[config.mk]
export PLATFORM = sky130hd
export DESIGN_NAME = aes_block_decrypt
export DESIGN_NICKNAME = d
export VERILOG_FILES = /design/src/hdl/aesd_pkg.sv /design/src/hdl/aesd_ram.sv /design/src/hdl/aes_block_decrypt.sv
export SDC_FILE = /design/constraint.sdc
export NUM_CORES = 2
export LEC_CHECK = 0
export ABC_AREA = 0
export BUFFER_PORTS_ARGS = -buffer_cell sky130_fd_sc_hd__buf_2
export CAP_MARGIN = 20
export CORE_MARGIN = 5
export CORE_UTILIZATION = 44
export CTS_CLUSTER_SIZE = 14
export DETAILED_ROUTE_END_ITERATION = 6
export GPL_ROUTABILITY_DRIVEN = 1
export PLACE_DENSITY = 0.65
export SYNTH_ARGS = -nofsm -noshare
export SYNTH_HDL_FRONTEND = slang
export SYNTH_HIERARCHICAL = 1
export SYNTH_SLANG_ARGS = --single-unit
[constraint.sdc]
create_clock -name clk -period 7.1 [get_ports clk]
set_input_delay 0.71 -clock clk [delete_from_list [all_inputs] [get_ports clk]]
set_output_delay 0.71 -clock clk [all_outputs]
set_load 0.01 [all_outputs]
[src/hdl/aesd_pkg.sv]
// ----------------------------------------------------------------------------
// AES decrypt package
// Shared constants, types and the inverse S-box for the block decrypter.
// ----------------------------------------------------------------------------
`default_nettype none
package aesd_pkg;
	localparam int unsigned ROUND_KEY_SLOTS = 15;
	localparam int unsigned SLOT_W = 4;
	// Each key half lives in its own bank, one entry per slot.
	localparam int unsigned RAM_DEPTH = ROUND_KEY_SLOTS;
	localparam int unsigned RAM_AW = $clog2(RAM_DEPTH);

	localparam logic CMD_LOAD = 1'b0;
	localparam logic CMD_DECRYPT = 1'b1;

	localparam logic [1:0] KSZ_128 = 2'd0;
	localparam logic [1:0] KSZ_192 = 2'd1;

	typedef enum logic [2:0] {
		ST_IDLE,
		ST_KEYHI,
		ST_KEYLO,
		ST_SUB,
		ST_MIX,
		ST_DONE
	} state_t;

	typedef logic [7:0] inv_box_t [256];
	localparam inv_box_t INV_BOX = '{
		8'h52,8'h09,8'h6a,8'hd5,8'h30,8'h36,8'ha5,8'h38,8'hbf,8'h40,8'ha3,8'h9e,8'h81,8'hf3,8'hd7,8'hfb,
		8'h7c,8'he3,8'h39,8'h82,8'h9b,8'h2f,8'hff,8'h87,8'h34,8'h8e,8'h43,8'h44,8'hc4,8'hde,8'he9,8'hcb,
		8'h54,8'h7b,8'h94,8'h32,8'ha6,8'hc2,8'h23,8'h3d,8'hee,8'h4c,8'h95,8'h0b,8'h42,8'hfa,8'hc3,8'h4e,
		8'h08,8'h2e,8'ha1,8'h66,8'h28,8'hd9,8'h24,8'hb2,8'h76,8'h5b,8'ha2,8'h49,8'h6d,8'h8b,8'hd1,8'h25,
		8'h72,8'hf8,8'hf6,8'h64,8'h86,8'h68,8'h98,8'h16,8'hd4,8'ha4,8'h5c,8'hcc,8'h5d,8'h65,8'hb6,8'h92,
		8'h6c,8'h70,8'h48,8'h50,8'hfd,8'hed,8'hb9,8'hda,8'h5e,8'h15,8'h46,8'h57,8'ha7,8'h8d,8'h9d,8'h84,
		8'h90,8'hd8,8'hab,8'h00,8'h8c,8'hbc,8'hd3,8'h0a,8'hf7,8'he4,8'h58,8'h05,8'hb8,8'hb3,8'h45,8'h06,
		8'hd0,8'h2c,8'h1e,8'h8f,8'hca,8'h3f,8'h0f,8'h02,8'hc1,8'haf,8'hbd,8'h03,8'h01,8'h13,8'h8a,8'h6b,
		8'h3a,8'h91,8'h11,8'h41,8'h4f,8'h67,8'hdc,8'hea,8'h97,8'hf2,8'hcf,8'hce,8'hf0,8'hb4,8'he6,8'h73,
		8'h96,8'hac,8'h74,8'h22,8'he7,8'had,8'h35,8'h85,8'he2,8'hf9,8'h37,8'he8,8'h1c,8'h75,8'hdf,8'h6e,
		8'h47,8'hf1,8'h1a,8'h71,8'h1d,8'h29,8'hc5,8'h89,8'h6f,8'hb7,8'h62,8'h0e,8'haa,8'h18,8'hbe,8'h1b,
		8'hfc,8'h56,8'h3e,8'h4b,8'hc6,8'hd2,8'h79,8'h20,8'h9a,8'hdb,8'hc0,8'hfe,8'h78,8'hcd,8'h5a,8'hf4,
		8'h1f,8'hdd,8'ha8,8'h33,8'h88,8'h07,8'hc7,8'h31,8'hb1,8'h12,8'h10,8'h59,8'h27,8'h80,8'hec,8'h5f,
		8'h60,8'h51,8'h7f,8'ha9,8'h19,8'hb5,8'h4a,8'h0d,8'h2d,8'he5,8'h7a,8'h9f,8'h93,8'hc9,8'h9c,8'hef,
		8'ha0,8'he0,8'h3b,8'h4d,8'hae,8'h2a,8'hf5,8'hb0,8'hc8,8'heb,8'hbb,8'h3c,8'h83,8'h53,8'h99,8'h61,
		8'h17,8'h2b,8'h04,8'h7e,8'hba,8'h77,8'hd6,8'h26,8'he1,8'h69,8'h14,8'h63,8'h55,8'h21,8'h0c,8'h7d
	};

	// Multiply by x in GF(2^8).
	function automatic logic [7:0] gf2(input logic [7:0] a);
		gf2 = {a[6:0], 1'b0} ^ (a[7] ? 8'h1b : 8'h00);
	endfunction

	// One output byte of inverse mix columns: 0e*a ^ 0b*b ^ 0d*c ^ 09*d.
	function automatic logic [7:0] unmix_byte(input logic [7:0] a, input logic [7:0] b,
			input logic [7:0] c, input logic [7:0] d);
		logic [7:0] a2, a4, a8, b2, b4, b8, c2, c4, c8, d2, d4, d8;
		a2 = gf2(a); a4 = gf2(a2); a8 = gf2(a4);
		b2 = gf2(b); b4 = gf2(b2); b8 = gf2(b4);
		c2 = gf2(c); c4 = gf2(c2); c8 = gf2(c4);
		d2 = gf2(d); d4 = gf2(d2); d8 = gf2(d4);
		unmix_byte = (a8 ^ a4 ^ a2) ^ (b8 ^ b2 ^ b) ^ (c8 ^ c4 ^ c) ^ (d8 ^ d);
	endfunction
endpackage
`default_nettype wire

[src/hdl/aesd_ram.sv]
// ----------------------------------------------------------------------------
// Generic RAM
// Single write port, single read port, registered read data.
// ----------------------------------------------------------------------------
`default_nettype none
module aesd_ram #(
	parameter int unsigned WIDTH = 64,
	parameter int unsigned DEPTH = 30
) (
	input  wire logic                     clk,
	input  wire logic                     we,
	input  wire logic [$clog2(DEPTH)-1:0] waddr,
	input  wire logic [WIDTH-1:0]         wdata,
	input  wire logic [$clog2(DEPTH)-1:0] raddr,
	output logic      [WIDTH-1:0]         rdata
);
	logic [WIDTH-1:0] mem_q [DEPTH];

	// Write port and registered read.
	always_ff @(posedge clk) begin
		if (we) begin
			mem_q[waddr] <= wdata;
		end
		rdata <= mem_q[raddr];
	end
endmodule
`default_nettype wire

[src/hdl/aes_block_decrypt.sv]
// ----------------------------------------------------------------------------
// AES block decrypt
// Inverse cipher over stored round keys; one byte of the state per cycle in the S-box phase.
// ----------------------------------------------------------------------------
// A round key load is written to the key store when it is accepted. A decrypt
// adds round key Nr (Nr = 10, 12, 14), then for each lower round passes the
// state byte by byte through one S-box lane, reads and adds the round key and
// unmixes the columns one at a time (not after key 0), then offers the result.
// One block is processed at a time: no new transaction is accepted until the
// result is taken. Reset clears control state and the key size register only.
`default_nettype none
module aes_block_decrypt (
	input  wire logic         clk,
	input  wire logic         arst_n,
	input  wire logic         cfg_we,
	input  wire logic [1:0]   cfg_wdata,
	input  wire logic         s_tvalid,
	output logic              s_tready,
	// s_tdata: key_slot[3:0], word_high[67:4], word_low[131:68], zero fill
	input  wire logic [135:0] s_tdata,
	// s_tuser: cmd
	input  wire logic         s_tuser,
	output logic              m_tvalid,
	input  wire logic         m_tready,
	// m_tdata: plain_high[63:0], plain_low[127:64]
	output logic      [127:0] m_tdata
);
	aesd_pkg::state_t state_q, state_d;
	logic [1:0] ksz_q;
	logic [3:0] round_q;
	logic [3:0] cnt_q;
	logic [127:0] st_q;
	logic [3:0] nr;
	logic ram_we;
	logic [aesd_pkg::RAM_AW-1:0] waddr, raddr;
	logic [63:0] rk_hi, rk_lo;
	logic [7:0] sb;
	logic [1:0] mixc;
	logic [31:0] col, mcol;

	// Key size register.
	always_ff @(posedge clk or negedge arst_n) begin
		if (!arst_n) begin
			ksz_q <= aesd_pkg::KSZ_128;
		end else if (cfg_we) begin
			ksz_q <= cfg_wdata;
		end
	end

	assign nr = (ksz_q == aesd_pkg::KSZ_128) ? 4'd10 :
		(ksz_q == aesd_pkg::KSZ_192) ? 4'd12 : 4'd14;

	// Round key memory: one bank for the high half and one for the low half.
	assign ram_we = s_tvalid && s_tready && (s_tuser == aesd_pkg::CMD_LOAD) &&
		(s_tdata[3:0] < aesd_pkg::SLOT_W'(aesd_pkg::ROUND_KEY_SLOTS));
	assign waddr = aesd_pkg::RAM_AW'(s_tdata[3:0]);
	assign raddr = aesd_pkg::RAM_AW'(round_q);

	aesd_ram #(.WIDTH(64), .DEPTH(aesd_pkg::RAM_DEPTH)) u_ram_hi (
		.clk(clk), .we(ram_we), .waddr(waddr), .wdata(s_tdata[67:4]),
		.raddr(raddr), .rdata(rk_hi)
	);

	aesd_ram #(.WIDTH(64), .DEPTH(aesd_pkg::RAM_DEPTH)) u_ram_lo (
		.clk(clk), .we(ram_we), .waddr(waddr), .wdata(s_tdata[131:68]),
		.raddr(raddr), .rdata(rk_lo)
	);

	// Byte of the state entering the S-box lane: inverse shift rows order.
	// Output byte i = r+4c takes input byte r+4((c-r)&3).
	logic [1:0] r_i, c_i, c_src;
	logic [3:0] src;
	assign r_i = cnt_q[1:0];
	assign c_i = cnt_q[3:2];
	assign c_src = c_i - r_i;
	assign src = {c_src, r_i};
	assign sb = aesd_pkg::INV_BOX[st_q[127 - 8*src -: 8]];

	// Column for inverse mix columns, bytes 0..3 of column mixc.
	assign mixc = cnt_q[1:0];
	assign col = st_q[127 - 32*mixc -: 32];
	assign mcol = {
		aesd_pkg::unmix_byte(col[31:24], col[23:16], col[15:8], col[7:0]),
		aesd_pkg::unmix_byte(col[23:16], col[15:8], col[7:0], col[31:24]),
		aesd_pkg::unmix_byte(col[15:8], col[7:0], col[31:24], col[23:16]),
		aesd_pkg::unmix_byte(col[7:0], col[31:24], col[23:16], col[15:8])};

	// Round key for the current round: zero beyond the store.
	logic [127:0] rk;
	assign rk = (round_q < aesd_pkg::SLOT_W'(aesd_pkg::ROUND_KEY_SLOTS)) ?
		{rk_hi, rk_lo} : 128'd0;

	// State register.
	always_ff @(posedge clk or negedge arst_n) begin
		if (!arst_n) begin
			state_q <= aesd_pkg::ST_IDLE;
		end else begin
			state_q <= state_d;
		end
	end

	// Next state. The key read is issued in ST_KEYHI and used in ST_KEYLO.
	always_comb begin
		state_d = state_q;
		case (state_q)
			aesd_pkg::ST_IDLE: begin
				if (s_tvalid && s_tuser == aesd_pkg::CMD_DECRYPT) state_d = aesd_pkg::ST_KEYHI;
			end
			aesd_pkg::ST_KEYHI: state_d = aesd_pkg::ST_KEYLO;
			aesd_pkg::ST_KEYLO: begin
				if (round_q == 4'd0) state_d = aesd_pkg::ST_DONE;
				else if (round_q == nr) state_d = aesd_pkg::ST_SUB;
				else state_d = aesd_pkg::ST_MIX;
			end
			aesd_pkg::ST_MIX: if (cnt_q[1:0] == 2'd3) state_d = aesd_pkg::ST_SUB;
			aesd_pkg::ST_SUB: if (cnt_q == 4'd15) state_d = aesd_pkg::ST_KEYHI;
			aesd_pkg::ST_DONE: if (m_tready) state_d = aesd_pkg::ST_IDLE;
			default: state_d = aesd_pkg::ST_IDLE;
		endcase
	end

	assign s_tready = (state_q == aesd_pkg::ST_IDLE);
	assign m_tvalid = (state_q == aesd_pkg::ST_DONE);
	assign m_tdata = {st_q[63:0], st_q[127:64]};

	// Datapath: key add, byte-serial S-box shift, column-serial unmix.
	logic [119:0] tmp_q;
	always_ff @(posedge clk or negedge arst_n) begin
		if (!arst_n) begin
			round_q <= '0;
			cnt_q <= '0;
		end else begin
			case (state_q)
				aesd_pkg::ST_IDLE: begin
					round_q <= nr;
					cnt_q <= '0;
				end
				aesd_pkg::ST_KEYLO: cnt_q <= '0;
				aesd_pkg::ST_MIX: cnt_q <= (cnt_q[1:0] == 2'd3) ? 4'd0 : cnt_q + 4'd1;
				aesd_pkg::ST_SUB: begin
					cnt_q <= cnt_q + 4'd1;
					if (cnt_q == 4'd15) round_q <= round_q - 4'd1;
				end
				default: ;
			endcase
		end
	end

	always_ff @(posedge clk) begin
		case (state_q)
			aesd_pkg::ST_IDLE: st_q <= {s_tdata[67:4], s_tdata[131:68]};
			aesd_pkg::ST_KEYLO: st_q <= st_q ^ rk;
			aesd_pkg::ST_MIX: st_q[127 - 32*mixc -: 32] <= mcol;
			aesd_pkg::ST_SUB: begin
				tmp_q <= {tmp_q[111:0], sb};
				if (cnt_q == 4'd15) st_q <= {tmp_q, sb};
			end
			default: ;
		endcase
	end
endmodule
`default_nettype wire

# Word level (Yosys, flattened, before mapping)
# Memories as Yosys holds them, arrays and structs flattened. A register that Yosys moved wholly into a read port is not among the register bits.
# Index checks and enable logic that the tools add are counted.
# W data, S select, Z words.
# word_totals
reg_bits,261
ramBits,1920
romBits,2048
inputBits,144
output_inout_bits,130
elab_cells,133
memories,3
# op_classes
addsub,6
n_lt_le_gt_ge,3
eq_ne,13
shifts,4
mux,33
bitwise_logic,51
reduce_logical,14
# mem_list
memory,depth,word_bits,rd,rd_ports_with_merged_regs,wr,line_no,text
(name not given),256,8,1,0,0,aes_block_decrypt.sv:77,assign sb = aesd_pkg::INV_BOX[st_q[127 - 8*src -: 8]];
u_ram_hi.mem_q,15,64,1,1,1,aesd_ram.sv:17,logic [WIDTH-1:0] mem_q [DEPTH];
u_ram_lo.mem_q,15,64,1,1,1,aesd_ram.sv:17,
# op_table
operator,n
$pmux W128 S4,1
$xor A8 B8 Y8,37
$mux W128,2
$shift A32 B34 Y159 const A,1
$shiftx A159 B33 Y32,1
$shiftx A32 B34 Y159,1
$shiftx A135 B33 Y8,1
$bwmux W128,1
$xor A128 B128 Y128,1
$xor A8 B5 Y8,11
$mux W5,12
$neg A32 Y34,1
$mux W3,7
$pmux W3 S6,1
$mux W8,2
$sub A7 B7 Y8 const A,2
$pmux W4 S3,1
$ge A9 B9 Y1 const B,1
$not A8 Y9,1
$lt A4 B4 Y1 const B,2
$mux W4,2
$pmux W4 S2,1
$eq A3 B2 Y1 const B,2
$eq A3 B3 Y1 const B,2
23 further kinds,30

# Depth between registers and ports, before layout
# depth
depth_word,16
depth_mapped,19
ltp_nobuf,15

# By module
# Netlist, hierarchy kept.
# modules_own_cells
mod,instances,cells_each,area_each_um2,seq_area_each_um2
aesd_ram,2,1756,37639.8,30108.9
aes_block_decrypt,1,2175,21493.1,7772.5

# Least setup slack after synthesis
# No wires, ideal clock.
# synth_path
path_type,register to register
from,register state_q[2]
to,"register st_q[0], enable pin"
setup_time_ps,669
arrival_ps,7208
required_ps,6431
path_slack_ps,-777
path_stages_with_launch,4
n_path_buf,2
period_less_slack_ps,7877
path_cell_list,dfrtp_1 -> clkbuf_1 -> clkbuf_1 -> a22oi_1
# synth_between
elab_chain_len,3
elab_cells_between_ends,7
cone_classes,eq/ne: 4; reduce/logical: 3
# synth_lines
element,line_no,text
"start, declared",aes_block_decrypt.sv:28,"aesd_pkg::state_t state_q, state_d;"
"start signal, assigned",aes_block_decrypt.sv:96,state_q <= aesd_pkg::ST_IDLE;
"start signal, assigned",aes_block_decrypt.sv:98,state_q <= state_d;
"$eq A3 B2 Y1, or another cell as far along",aes_block_decrypt.sv:150,case (state_q)
$reduce_bool A4 Y1 (no source line) or $ne A2 B2 Y1 (tied branches),n/a,
$reduce_and A2 Y1 (no source line) (*),n/a,
"end signal, assigned",aes_block_decrypt.sv:151,"aesd_pkg::ST_IDLE: st_q <= {s_tdata[67:4], s_tdata[131:68]};"
"end signal, assigned",aes_block_decrypt.sv:152,aesd_pkg::ST_KEYLO: st_q <= st_q ^ rk;
"end signal, assigned by index",aes_block_decrypt.sv:153,aesd_pkg::ST_MIX: st_q[127 - 32*mixc -: 32] <= mcol;
"end, declared",aes_block_decrypt.sv:32,logic [127:0] st_q;
# Every way passes the cells marked *; elsewhere a longest branch is shown, timed or not.
# A chain may end at the register's enable or synchronous reset.

# Worst setup path in the final report
# layout_path
from,register cnt_q[0]
to,register st_q[7] (data pin)
# layout_between
elab_cells_between_ends,75
cone_classes,add/sub: 4; shift: 4; mux: 17; bitwise: 49; memory: 1
# layout_lines
element,line_no,text
"start, declared",aes_block_decrypt.sv:31,logic [3:0] cnt_q;
"start signal, assigned",aes_block_decrypt.sv:139,aesd_pkg::ST_MIX: cnt_q <= (cnt_q[1:0] == 2'd3) ? 4'd0 : cnt_q + 4'd1;
"start signal, assigned",aes_block_decrypt.sv:141,cnt_q <= cnt_q + 4'd1;
$sub A2 B2 Y2,aes_block_decrypt.sv:75,assign c_src = c_i - r_i;
$sub A7 B7 Y8 (*),aes_block_decrypt.sv:77,
$shiftx A135 B33 Y8 (*),aes_block_decrypt.sv:77,
$not A8 Y9 (not written as such) (*),aes_block_decrypt.sv:77,
$mem_v2 Z256 W8 (*),n/a,
$mux W8 (not written as such) (*) (2 in series),aes_block_decrypt.sv:77,
named net sb[7],aes_block_decrypt.sv:37,logic [7:0] sb;
$mux W128 (*),aes_block_decrypt.sv:156,"if (cnt_q == 4'd15) st_q <= {tmp_q, sb};"
$pmux W128 S4 (*),aes_block_decrypt.sv:150,
"end signal, assigned",aes_block_decrypt.sv:151,
"end signal, assigned",aes_block_decrypt.sv:152,
"end signal, assigned",aes_block_decrypt.sv:156,
# Mark *: on every way through the listed nets, which the timed path passes. The rest lies on a longest branch. The select of a mux whose other input is x is not followed.

==> impl_results.md <==
* Initial DRC count at 7704
* Hold path cells at 2
* DRC Markers at 14
* Total number of vias at around 57000
* Max frequency at 0.175 GHz
* Final Hold Fails at 0
* Final Worst Setup Slack at 1370 ps
* Post-Syn Instances at roughly 5700
* Core box area at 219000 um^2
* Most frequent cells in the layout: edfxtp_1 (2168), mux4_2 (413), nand2_1 (280)
* Share of layout cells above drive strength 1 at 22.0%
* FF-to-FF setup slack at between 1000 and 1500 ps
* Crit path kind: reg2reg
* Worst-path fanout max at 40
* Worst hold start: cfg_wdata[1]
* GP Congestion at 0.985
* Vias in the first global route at 55100
* Run status: finished, violations left
* Final Cycle Share at about four fifths
* Hold-fix buffers at CTS at 1
* Grt ovf at 0
* CP Launch Type: flip-flop
* ANT nets after route at 0
* Wirelength per Cell at 33.9 um
* Initial Util at about 44%
* Initial antenna violation count at 46
* Root Buffer: clkbuf_16
* Drt total wl at 308 mm
* Post-Syn Area at 96800 um^2
* Min Clock Period, post-route at between 5000 and 6000 ps
* Max incr delay on CP at 760 ps
* Worst setup EP type: flip-flop
* Area growth, synth to finish at 13.1%
* Setup TNS at 0 ps
* Final Cell Area at 109000 um^2
* Cts repair resizes at 0
* Clock latency on the worst-skew pair at 880 ps
* All-Layer GR Usage at 26.3%
* WP data required at 7850 ps
* Number of max-cap violations at 0
* Die Width at ~480 um
* Count of clock tree sinks at 2309
* Worst slew pin tran at 1230 ps
* HPWL Detailed at 201 mm
* Nets at 6149
* Distinct cells, synth at 94
* # Post-CTS Setup Buffers at 0
* Commonest non-fill, non-tap cell in the layout: edfxtp_1
* Hold Crit Endpoint: ksz_q[1]
* Post-layout util at approximately 50%
* Number of enable flip-flop cells after synthesis at around 2200
* Slew HR at 17.8%
* Chip height at 479 um
* I/O Pins at 274
* Most used cell, CP: buf_4
* R2r endpoint: st_q[7]
* H-tree depth at 4
* CTS Buf Count at about 220
* Synth Flop Type: edfxtp_1
* Largest net degree at the start of global routing at 145
* Endpoints failing setup at 0
* Placed cell areas at between 100000 and 150000 um^2
* First-pass GRT wire length at 431 mm
* R2R cell count at 12
* Seq/Total Area, Yosys at 70.3%
* Crit-path cells: buf_4 -> mux2i_1 -> mux2_2 -> mux4_2 -> clkinv_2 -> buf_4 -> and3_1 -> a2111oi_0 -> a311oi_1 -> a221o_1 -> nand2_1 -> o21a_1
* Yosys Warn Count at 6
* Reg clk slew, reported paths at 70 ps
* CP max stage cell: dfrtp_4
* CTS tree: yes
* Syn Nets at 5859
* Hold Path Class: in2reg
* Max Transition Viols Final at 0
* First-pass detailed-route iteration total at 7
* CP arrival at 6470 ps
* Clock buffer depth at 3
* Async SR Flop Fraction at 0.563%
* Row cnt at 172
* Synth Area per Inst at 17.0 um^2
* Number of fill cells at 17800
* Yosys reg bits at 2309
* Pre-CTS setup slack at 1530 ps
* Failing checks: DRC
* Clk_skew at 38.3 ps
* IO Port Bufs at 269
* Die area at 229000 um^2
* RSZ-0062 raised after global routing: no
* Vias per std cell at 6.29
* R2r startpoint: cnt_q[0]
==> state kept, by name, summed over array words and instances (netlist names) <==
| signal | flops |
|---|---|
| raddr | 4 |
| u_ram_hi/mem_q | 960 |
| u_ram_lo/mem_q | 960 |
| st_q | 128 |
| ksz_q | 2 |
| u_ram_hi/rdata | 64 |
| tmp_q | 120 |
| state_q | 3 |
| cnt_q | 4 |
| u_ram_lo/rdata | 64 |
==> layout make-up <==
| cell class | instances | area (um^2) | share of cell area (%) |
|---|---|---|---|
| antenna | 29 | 72.6 | 0.0663 |
| clock buffer | 313 | 6330 | 5.79 |
| clock inverter | 114 | 1420 | 1.30 |
| inverter | 27 | 110 | 0.101 |
| multi-input combinational | 2962 | 27000 | 24.7 |
| sequential | 2309 | 68000 | 62.2 |
| tap | 2871 | 3590 | 3.28 |
| timing repair buffer | 453 | 2880 | 2.63 |
==> synth_stat cells, types with 8 or more instances <==
library cell | number | area, um^2
edfxtp_1 | 2168 | 65100
mux4_2 | 413 | 9300
nand2_1 | 286 | 1070
a21oi_1 | 268 | 1340
nor2_1 | 252 | 946
xnor2_1 | 222 | 1940
a22oi_1 | 204 | 1530
mux2i_1 | 198 | 1980
o21ai_0 | 185 | 926
clkbuf_1 | 180 | 676
dfxtp_1 | 128 | 2560
o211ai_1 | 127 | 953
buf_2 | 106 | 531
a222oi_1 | 70 | 701
buf_4 | 63 | 473
nand2b_1 | 56 | 350
a31oi_1 | 53 | 332
a221oi_1 | 50 | 438
xor2_1 | 46 | 403
o22ai_1 | 44 | 275
nand3_1 | 41 | 205
nor2b_1 | 37 | 231
o21ai_1 | 37 | 185
a211o_1 | 36 | 315
nor3_1 | 34 | 170
buf_6 | 29 | 327
ha_1 | 28 | 350
inv_1 | 21 | 78.8
a211oi_1 | 19 | 143
mux2_2 | 16 | 180
a311oi_1 | 14 | 123
dfrtp_1 | 13 | 325
and2_1 | 12 | 75.1
o2111ai_1 | 12 | 105
xnor2_2 | 11 | 179
xor2_2 | 11 | 179
o22a_1 | 10 | 87.6
o31ai_1 | 9 | 67.6
a21o_1 | 8 | 60.1
a32oi_1 | 8 | 70.1
nand4_1 | 8 | 50.1
or3_1 | 8 | 50.1
==> worst max path at each step <==
stage	from	end	slack [ps]	cells past startpoint
finish	cnt_q[0]	st_q[7]	1370	12
global route	cnt_q[0]	st_q[0]	1250	11
CTS	cnt_q[1]	st_q[7]	1520	11
detailed placement	cnt_q[0]	st_q[7]	1530	12
global placement	cnt_q[1]	st_q[7]	1530	11
floorplan	state_q[1]	u_ram_hi/mem_q[0][0]	100	7
==> through the flow <==
stage               std cells  hold slack (ps)
global placement         8620              431
floorplan                5687              414
CTS                      9048             2.36
finish                   9078             78.5
detailed placement       8620              434
global route             9052             39.7
==> routing by layer <==
metal	vias up	track usage (%)	wire length, um
met1	29700	35.4	119000
met5	-	0	118
met3	633	5.20	26100
met4	16	14.3	19200
met2	3075	40.7	143000
li1	23700	-	-
==> kinds of logic (layout without fill, tap and decap cells) <==
logic type,after synthesis,after routing,synth area share [%]
AOI/OAI and AO/OA,1233,1233,8.69
xor gates and xnor gates,297,297,2.99
adders and majority gates,28,28,0.362
buffers and inverters,416,907,2.27
DFF,2309,2309,70.3
muxes,628,628,11.9
other,0,29,0
and+or+nand+nor,776,776,3.56
==> worst max-delay path, delay by kind of cell (launching register included) <==
| kind | cells | cell delay [ps] |
|---|---|---|
| AO/OA/AOI/OAI | 4 | 1190 |
| buffers and inverters | 3 | 1650 |
| flip-flops | 1 | 760 |
| multiplexers | 3 | 1430 |
| AND/OR/NAND/NOR | 2 | 470 |
Power is not shown: default switching activity piles up to over one toggle a cycle in this logic, so the estimate is an artifact.
